**src/rtl/core/frfc_pkg.sv**
```systemverilog
`timescale 1ns / 1ps

package frfc_pkg;

	localparam int DEF_ADDR_BITS = 32;
	localparam int APB_ADDR_BITS = 3;

	// FASTA characters of interest
	localparam logic [7:0] CH_GT   = 8'h3E;
	localparam logic [7:0] CH_LF   = 8'h0A;
	localparam logic [7:0] CH_STAR = 8'h2A;

	localparam logic [15:0] SEQ_LEN_MAX = 16'hFFFF;

	// register select, taken from paddr[2]
	localparam logic REG_BASE_ADDR   = 1'b0;
	localparam logic REG_MIN_SEQ_LEN = 1'b1;

	typedef struct packed {
		logic [7:0] in_byte;
		logic [7:0] next_byte;
		logic       last;
	} in_word_t;

	typedef struct packed {
		logic [31:0] write_addr;
		logic [7:0]  write_byte;
		logic        record_start;
		logic        seq_start_mark;
		logic        drop_record;
		logic [31:0] record_count;
		logic [31:0] removed_count;
		logic [31:0] end_addr;
	} out_word_t;

	typedef struct packed {
		logic        base_load;
		logic [31:0] base_addr;
		logic [15:0] min_seq_len;
	} cfg_t;

endpackage

```
**src/rtl/core/frfc_cfg.sv**
```systemverilog
`timescale 1ns / 1ps

module frfc_cfg (
	input  logic                                clk,
	input  logic                                arst_n,
	input  logic                                psel,
	input  logic                                penable,
	input  logic                                pwrite,
	input  logic [frfc_pkg::APB_ADDR_BITS-1:0]  paddr,
	input  logic [31:0]                         pwdata,
	output logic [31:0]                         prdata,
	output logic                                pready,
	output frfc_pkg::cfg_t                      cfg
);
	import frfc_pkg::*;

	logic [31:0] base_q;
	logic [15:0] min_len_q;
	logic        wr_en;

	assign pready = 1'b1;
	assign wr_en  = psel && penable && pwrite;

	always_ff @(posedge clk or negedge arst_n) begin
		if (!arst_n) begin
			base_q    <= '0;
			min_len_q <= '0;
		end else if (wr_en) begin
			case (paddr[2])
				REG_BASE_ADDR:   base_q    <= pwdata;
				REG_MIN_SEQ_LEN: min_len_q <= pwdata[15:0];
				default: ;
			endcase
		end
	end

	always_comb begin
		case (paddr[2])
			REG_BASE_ADDR:   prdata = base_q;
			REG_MIN_SEQ_LEN: prdata = {16'h0000, min_len_q};
			default:         prdata = '0;
		endcase
	end

	// base write also reloads the byte index, same data as the register
	assign cfg.base_load   = wr_en && (paddr[2] == REG_BASE_ADDR);
	assign cfg.base_addr   = pwdata;
	assign cfg.min_seq_len = min_len_q;

endmodule

```
**src/rtl/core/frfc_core.sv**
```systemverilog
`timescale 1ns / 1ps

module frfc_core #(
	parameter int ADDR_BITS = frfc_pkg::DEF_ADDR_BITS
) (
	input  logic                 clk,
	input  logic                 arst_n,
	input  frfc_pkg::cfg_t       cfg,
	input  logic                 step,
	input  frfc_pkg::in_word_t   item,
	output frfc_pkg::out_word_t  res
);
	import frfc_pkg::*;

	localparam int A = ADDR_BITS;

	logic         in_header_q, in_seq_q;
	logic [15:0]  seq_len_q;
	logic [A-1:0] removed_q, header_q, body_q, byte_idx_q;
	logic [31:0]  kept_q;

	logic         n_in_header, n_in_seq;
	logic [15:0]  n_seq_len;
	logic [A-1:0] n_removed, n_header, n_body;
	logic [31:0]  n_kept;
	logic [A-1:0] idx, fin_body, end_a;
	logic         rec_start, seq_mark, dropped;

	always_comb begin
		idx         = byte_idx_q - removed_q;
		n_in_header = in_header_q;
		n_in_seq    = in_seq_q;
		n_seq_len   = seq_len_q;
		n_removed   = removed_q;
		n_header    = header_q;
		n_body      = body_q;
		n_kept      = kept_q;
		rec_start   = 1'b0;
		seq_mark    = 1'b0;
		dropped     = 1'b0;
		fin_body    = '0;
		end_a       = '0;

		case (item.in_byte)
			CH_GT: begin
				rec_start   = 1'b1;
				n_header    = idx;
				n_seq_len   = '0;
				n_in_header = 1'b1;
				n_in_seq    = 1'b0;
				n_kept      = kept_q + 32'd1;
			end
			CH_LF: begin
				if (in_header_q && !item.last) begin
					seq_mark    = 1'b1;
					n_body      = idx + A'(1);
					n_in_header = 1'b0;
					n_in_seq    = 1'b1;
				end else if (in_seq_q && !item.last) begin
					if (item.next_byte != CH_GT) begin
						n_removed = removed_q + A'(1);
					end else if (seq_len_q < cfg.min_seq_len) begin
						// short record: rewind to its header
						if (seq_len_q != SEQ_LEN_MAX)
							n_seq_len = seq_len_q + 16'd1;
						n_removed   = removed_q + A'(n_seq_len) + (body_q - header_q);
						n_kept      = kept_q - 32'd1;
						dropped     = 1'b1;
						n_in_header = 1'b0;
						n_in_seq    = 1'b0;
					end
				end
			end
			CH_STAR: begin
				if (in_seq_q)
					n_removed = removed_q + A'(1);
			end
			default: begin
				if (in_seq_q && seq_len_q != SEQ_LEN_MAX)
					n_seq_len = seq_len_q + 16'd1;
			end
		endcase

		if (item.last) begin
			if ((n_in_header || n_in_seq) && n_seq_len < cfg.min_seq_len) begin
				// open record at end of chunk, also drops the newline before it
				fin_body    = n_in_header ? (idx + A'(1)) : n_body;
				n_removed   = n_removed + A'(n_seq_len) + (fin_body - n_header) + A'(1);
				n_kept      = n_kept - 32'd1;
				dropped     = 1'b1;
				n_in_header = 1'b0;
				n_in_seq    = 1'b0;
			end
			end_a = byte_idx_q - n_removed;
		end
	end

	always_ff @(posedge clk or negedge arst_n) begin
		if (!arst_n) begin
			in_header_q <= 1'b0;
			in_seq_q    <= 1'b0;
			seq_len_q   <= '0;
			removed_q   <= '0;
			header_q    <= '0;
			body_q      <= '0;
			kept_q      <= '0;
			byte_idx_q  <= '0;
		end else if (cfg.base_load) begin
			byte_idx_q <= A'(cfg.base_addr);
		end else if (step) begin
			in_header_q <= n_in_header;
			in_seq_q    <= n_in_seq;
			seq_len_q   <= n_seq_len;
			removed_q   <= n_removed;
			header_q    <= n_header;
			body_q      <= n_body;
			kept_q      <= n_kept;
			byte_idx_q  <= byte_idx_q + A'(1);
		end
	end

	assign res.write_addr     = 32'(idx);
	assign res.write_byte     = item.in_byte;
	assign res.record_start   = rec_start;
	assign res.seq_start_mark = seq_mark;
	assign res.drop_record    = dropped;
	assign res.record_count   = n_kept;
	assign res.removed_count  = 32'(n_removed);
	assign res.end_addr       = 32'(end_a);

	a_state_excl: assert property (@(posedge clk) disable iff (!arst_n)
		!(in_header_q && in_seq_q))
		else $error("header and sequence both open");

	a_end_only_last: assert property (@(posedge clk) disable iff (!arst_n)
		step && !item.last |-> res.end_addr == 32'd0)
		else $error("end address given on a non-final byte");

	a_mark_excl: assert property (@(posedge clk) disable iff (!arst_n)
		step && res.seq_start_mark |-> !res.record_start && !res.drop_record)
		else $error("sequence mark together with record start or drop");

	a_drop_rewinds: assert property (@(posedge clk) disable iff (!arst_n)
		step && res.drop_record |=> !in_header_q && !in_seq_q)
		else $error("record still open after a drop");

endmodule

```
**src/rtl/core/fasta_record_filter_compactor.sv**
```systemverilog
`timescale 1ns / 1ps
// Path: an accepted word is held in the input register; when it advances, its result is
//   registered in the result register. A full result register that is not taken stalls it.
// Throughput: one word per cycle while each result is taken; the whole per-byte state update
//   is one compare-and-add pass between the input register and the result register.
// Reset (arst_n low, asynchronous): all parser state, counters and both configuration
//   registers clear, byte index returns to 0, no word is held on either side.
module fasta_record_filter_compactor #(
	parameter int ADDR_BITS = frfc_pkg::DEF_ADDR_BITS
) (
	input  logic                                clk,
	input  logic                                arst_n,
	// APB configuration
	input  logic                                psel,
	input  logic                                penable,
	input  logic                                pwrite,
	input  logic [frfc_pkg::APB_ADDR_BITS-1:0]  paddr,
	input  logic [31:0]                         pwdata,
	output logic [31:0]                         prdata,
	output logic                                pready,
	// byte stream in
	input  logic                                item_valid,
	output logic                                item_ready,
	input  frfc_pkg::in_word_t                  item,
	// compacted stream out
	output logic                                res_valid,
	input  logic                                res_ready,
	output frfc_pkg::out_word_t                 res
);
	import frfc_pkg::*;

	cfg_t      cfg;
	in_word_t  item_s1;
	logic      valid_s1;
	out_word_t core_res;
	out_word_t res_q;
	logic      res_valid_q;
	logic      advance;

	frfc_cfg u_cfg (
		.clk     (clk),
		.arst_n  (arst_n),
		.psel    (psel),
		.penable (penable),
		.pwrite  (pwrite),
		.paddr   (paddr),
		.pwdata  (pwdata),
		.prdata  (prdata),
		.pready  (pready),
		.cfg     (cfg)
	);

	// The input register moves into the core when the result register is
	// empty or being drained this cycle; the state update happens on that edge.
	assign advance    = valid_s1 && (!res_valid_q || res_ready);
	assign item_ready = !valid_s1 || advance;

	always_ff @(posedge clk or negedge arst_n) begin
		if (!arst_n) begin
			valid_s1 <= 1'b0;
		end else if (item_ready) begin
			valid_s1 <= item_valid;
		end
	end

	always_ff @(posedge clk) begin
		if (item_ready && item_valid)
			item_s1 <= item;
	end

	frfc_core #(
		.ADDR_BITS (ADDR_BITS)
	) u_core (
		.clk    (clk),
		.arst_n (arst_n),
		.cfg    (cfg),
		.step   (advance),
		.item   (item_s1),
		.res    (core_res)
	);

	// result register: holds a finished word while the consumer stalls
	always_ff @(posedge clk or negedge arst_n) begin
		if (!arst_n) begin
			res_valid_q <= 1'b0;
		end else if (advance) begin
			res_valid_q <= 1'b1;
		end else if (res_ready) begin
			res_valid_q <= 1'b0;
		end
	end

	always_ff @(posedge clk) begin
		if (advance)
			res_q <= core_res;
	end

	assign res_valid = res_valid_q;
	assign res       = res_q;

	a_stall_has_word: assert property (@(posedge clk) disable iff (!arst_n)
		!item_ready |-> valid_s1 && res_valid_q && !res_ready)
		else $error("input stalled with nothing to hold it");

	a_no_overwrite: assert property (@(posedge clk) disable iff (!arst_n)
		advance |-> !res_valid_q || res_ready)
		else $error("result register overwritten before it was taken");

	a_result_follows: assert property (@(posedge clk) disable iff (!arst_n)
		advance |=> res_valid_q)
		else $error("advanced word did not reach the result register");

endmodule
```
**config.mk**
```make
export PLATFORM = sky130hd
export DESIGN_NAME = fasta_record_filter_compactor
export DESIGN_NICKNAME = d
export VERILOG_FILES = /design/src/rtl/core/frfc_pkg.sv /design/src/rtl/core/frfc_cfg.sv /design/src/rtl/core/frfc_core.sv /design/src/rtl/core/fasta_record_filter_compactor.sv
export SDC_FILE = /design/constraint.sdc
export NUM_CORES = 2
export LEC_CHECK = 0
export BUFFER_PORTS_ARGS = -buffer_cell sky130_fd_sc_hd__buf_2
export CAP_MARGIN = 20
export CORE_ASPECT_RATIO = 1.75
export CORE_MARGIN = 4
export CORE_UTILIZATION = 35
export DETAILED_ROUTE_END_ITERATION = 10
export GPL_TIMING_DRIVEN = 0
export PLACE_DENSITY = 0.51
export SYNTH_ARGS = -nofsm -noshare
export SYNTH_HDL_FRONTEND = slang
export SYNTH_HIERARCHICAL = 1
export SYNTH_SLANG_ARGS = --single-unit
```
**constraint.sdc**
```tcl
create_clock -name clk -period 24.8 [get_ports clk]
set_clock_uncertainty 0.05 [all_clocks]
set_input_delay 1.24 -clock clk [delete_from_list [all_inputs] [get_ports clk]]
set_output_delay 1.24 -clock clk [all_outputs]
set_load 0.01 [all_outputs]
```
==> key figures <==
Synthesis
  – Nets in the synthesized netlist: just under 4000
  – Yosys reg bits: between 300 and 400
  – Gate count after technology mapping: around 3600
  – Number of synthesized flops with an enable pin: 156
  – Biggest area contributors in the synthesized netlist: sky130_fd_sc_hd__dfrtp_1 (18%), sky130_fd_sc_hd__edfxtp_1 (15%), sky130_fd_sc_hd__ha_1 (7.1%)
  – Main synth FF type: sky130_fd_sc_hd__dfrtp_1
  – Sequential fraction of the synthesis area: 0.329
  – Cell type contributing the most total cell area after synthesis: sky130_fd_sc_hd__dfrtp_1
  – Yosys warnings: 6
  – FFs w/ async S/R, synth: 0.594
  – Area share of the largest cell type after synthesis: 0.181
  – Post-Synthesis Mean Instance Area: 8.71 µm²
  – Post-Synthesis Cell Area: ~32000 µm²
  – Distinct cell type count of the synthesized netlist: approximately 100

Timing
  – Total count of max-transition violations in the final report: 0
  – Final Setup Violations: 0
  – Transition time at the pin with the least slew margin: 1330 ps
  – Final cycle utilization of the critical path: 0.560
  – Worst hold slack across all endpoints: 455 ps
  – Setup repair after global routing missed its margin: false
  – Worst relative slew slack: 0.110
  – Post-route setup slack: between 10000 and 15000 ps
  – Final hold violations: 0
  – Fmax achieved: 72.0 MHz
  – Sum of negative setup slack: 0 ps
  – Time the worst path needs with I/O delays and setup: 13890 ps

Floorplan
  – Floorplan die width: ~240 µm
  – # IOs: between 200 and 250
  – Initial Utilization: 0.353
  – Die outline area: around 95000 µm²
  – Placeable core area: around 90000 µm²
  – Floorplan die height: 405 µm
  – Number of rows created at floorplan: 145

CTS
  – Setup Fix Bufs, Post-CTS: 0
  – Cts-stage hold buffer count: 0
  – Clock Latency Late Sink: about 600 ps
  – Number of buffers on the longest clock path: 3
  – CTS Root Cell: sky130_fd_sc_hd__clkbuf_16
  – Number of buffers added by the clock tree synthesis step: between 40 and 50
  – Number of sinks handled by clock tree synthesis: 384
  – Level count of the clock H-tree: 2
  – Post-CTS clock slew at the launch and capture registers of the worst setup and hold paths: about 60 ps
  – Number of cells upsized or downsized after cts: 0
  – CTS tree: yes

Setup path
  – Worst endpoint data arrival time: about 14000 ps
  – Data required time at the worst endpoint: between 20000 and 30000 ps
  – Type of the worst setup path: flop to flop
  – Kind of start point of the critical path: flop
  – Cell type of the slowest stage on the worst timing path: sky130_fd_sc_hd__clkbuf_1
  – Critical Path Max Stage Delay: about 850 ps
  – Crit path top cell by count: sky130_fd_sc_hd__ha_1
  – Crit. End Element: flop
  – Highest fanout seen on the critical path: 10

Detailed routing
  – Final wirelength: approximately 130000 µm
  – DRT Pass-1 Iters: 9
  – DRC: 0
  – Initial DRC count: around 2100
  – Vias per Instance: around 5.6
  – Vias after detailed routing: about 28000
  – Average routed wire per standard cell: about 26 µm
  – Routed Antenna Nets: 0

Pwr
  – Leak: roughly 16 nW
  – Maximum VDD drop: just under 0.08 mV
  – Power density over the cells: between 150 and 200 nW/µm²

Global routing
  – Number of global-route vias before repair: approximately 29000
  – Congestion Overflow GR: 0
  – First-pass GRT wire length: around 190000 µm
  – Number of antenna violations at the first check in global routing: 2
  – Pin count of the biggest net entering global routing: 100
  – Gr usage total: 0.270

Final layout
  – Nets@finish: between 4000 and 5000
  – Layout Cell Area excl Fill: 35900 µm²
  – Final core utilization: 0.401
  – Post-synthesis to final-layout area growth: 13.8%
  – Fraction of layout cells with a size suffix above 1: 0.136
  – Final antenna diode count: 0
  – Count of fill cells added during filler insertion: 9218

Place
  – Cell area after placement: 34400 µm²
  – Post-placement worst setup slack: roughly 11000 ps
  – Final RePlAce weighted congestion: 1.01
  – Placed wire-length estimate after detailed placement: approximately 110000 µm
  – Count of port buffers added during placement: 228

Hold path
  – Worst hold-check path type: flop to flop

Run
  – Max-capacitance violation count: 0

Run status
  – Run status: complete, no violations
-- flip-flops by register name (all words and copies together) (netlist names) --
name / count
res: 139
u_cfg/base_q: 32
u_core/body_q: 32
u_core/byte_idx_q: 32
u_core/header_q: 32
u_core/kept_q: 32
u_core/removed_q: 32
item_s1: 17
u_cfg/min_len_q: 16
u_core/seq_len_q: 16
res_valid: 1
u_core/in_header_q: 1
u_core/in_seq_q: 1
valid_s1: 1
-- synthesized netlist by cell type, types with 40 or more instances --
master	n
sky130_fd_sc_hd__nand2_1	479
sky130_fd_sc_hd__inv_1	302
sky130_fd_sc_hd__o21ai_0	277
sky130_fd_sc_hd__nor2_1	264
sky130_fd_sc_hd__dfrtp_1	228
sky130_fd_sc_hd__a21oi_1	216
sky130_fd_sc_hd__ha_1	179
sky130_fd_sc_hd__xnor2_1	161
sky130_fd_sc_hd__edfxtp_1	156
sky130_fd_sc_hd__clkbuf_1	118
sky130_fd_sc_hd__fa_1	96
sky130_fd_sc_hd__nand3_1	92
sky130_fd_sc_hd__xor2_1	90
sky130_fd_sc_hd__nor3_1	80
sky130_fd_sc_hd__a21o_1	67
sky130_fd_sc_hd__mux2_2	61
sky130_fd_sc_hd__buf_4	51
sky130_fd_sc_hd__and3_1	50
sky130_fd_sc_hd__nor2b_1	44
sky130_fd_sc_hd__nand4_1	40
-- where the power goes --
part	switching, W	total [W]	internal [W]
logic	0.00276	0.00434	0.00158
clock network	0.000292	0.000691	0.000399
registers	0.000166	0.00108	0.000917
-- final cells by class --
cell class	instances	area, µm²	area share
sequential	384	10400	0.289
tap	1176	1470	0.0410
timing repair buffer	245	1390	0.0387
multi-input combinational	2741	19100	0.531
clock buffer	51	1130	0.0314
clock inverter	26	338	0.00941
buffer	197	987	0.0275
inverter	304	1140	0.0318
-- path summary, 6_finish.rpt --
| kind | slack, ps | from | end | cells after the start |
|---|---|---|---|---|
| max | 10910 | u_core/seq_len_q[5] | res[31] | 38 |
| min | 450 | u_cfg/base_q[26] | u_cfg/base_q[26] | 1 |
| max reg2reg | 10910 | u_core/seq_len_q[5] | res[31] | 38 |
| min reg2reg | 450 | u_cfg/base_q[26] | u_cfg/base_q[26] | 1 |
| max in group asynchronous | 22740 | arst_n | u_cfg/base_q[19] | 3 |
| min in group asynchronous | 670 | arst_n | u_cfg/base_q[11] | 1 |
-- layout by cell type (no fill, tap or decap), drive strengths merged, types with 30 or more instances in the layout --
cell	count
xor2	90
and2	31
nor2	264
nand2	480
xnor2	161
and3	50
a31oi	31
buf	324
clkbuf	169
nand4	43
dfrtp	228
mux2	90
o21ai	283
fa	96
ha	179
a21o	67
nand3	93
edfxtp	156
a21oi	217
inv	306
o21a	30
nor2b	44
nor3	81
-- through the flow --
stage | power (W) | std cells
floorplan | 0.00398 | 3626
global placement | 0.00534 | 5030
detailed placement | 0.00535 | 5046
CTS | 0.00609 | 5123
global route | 0.00656 | 5124
finish | 0.00611 | 5124
-- layer usage --
metal  global-route usage  share of wire  vias to the layer above
met4                0.246           0.11                        0
li1                     -              -                    13200
met2                0.477           0.49                      976
met5                    0              0                        -
met3               0.0331          0.043                      369
met1                0.279           0.35                    13900
-- critical path: cells and delay by family, from the launching register on --
kind / cells / cell delay, ps
DFF: 1 / 460
and+or+nand+nor: 8 / 2300
buffers and inverters: 6 / 2860
adders and majority gates: 4 / 1130
AOI/OAI and AO/OA: 20 / 6780
-- cells by family after synthesis --
family                   Yosys count  synth area share
AND/OR/NAND/NOR                 1242             0.188
AO/OA/AOI/OAI                    854             0.170
buffers and inverters            501            0.0674
flip-flops                       384             0.329
adder cells (fa/ha/maj)          280             0.133
XOR/XNOR                         251            0.0696
multiplexers                     113            0.0428
other                              1          0.000119
No activity file was read; power rests on OpenSTA's default activity.
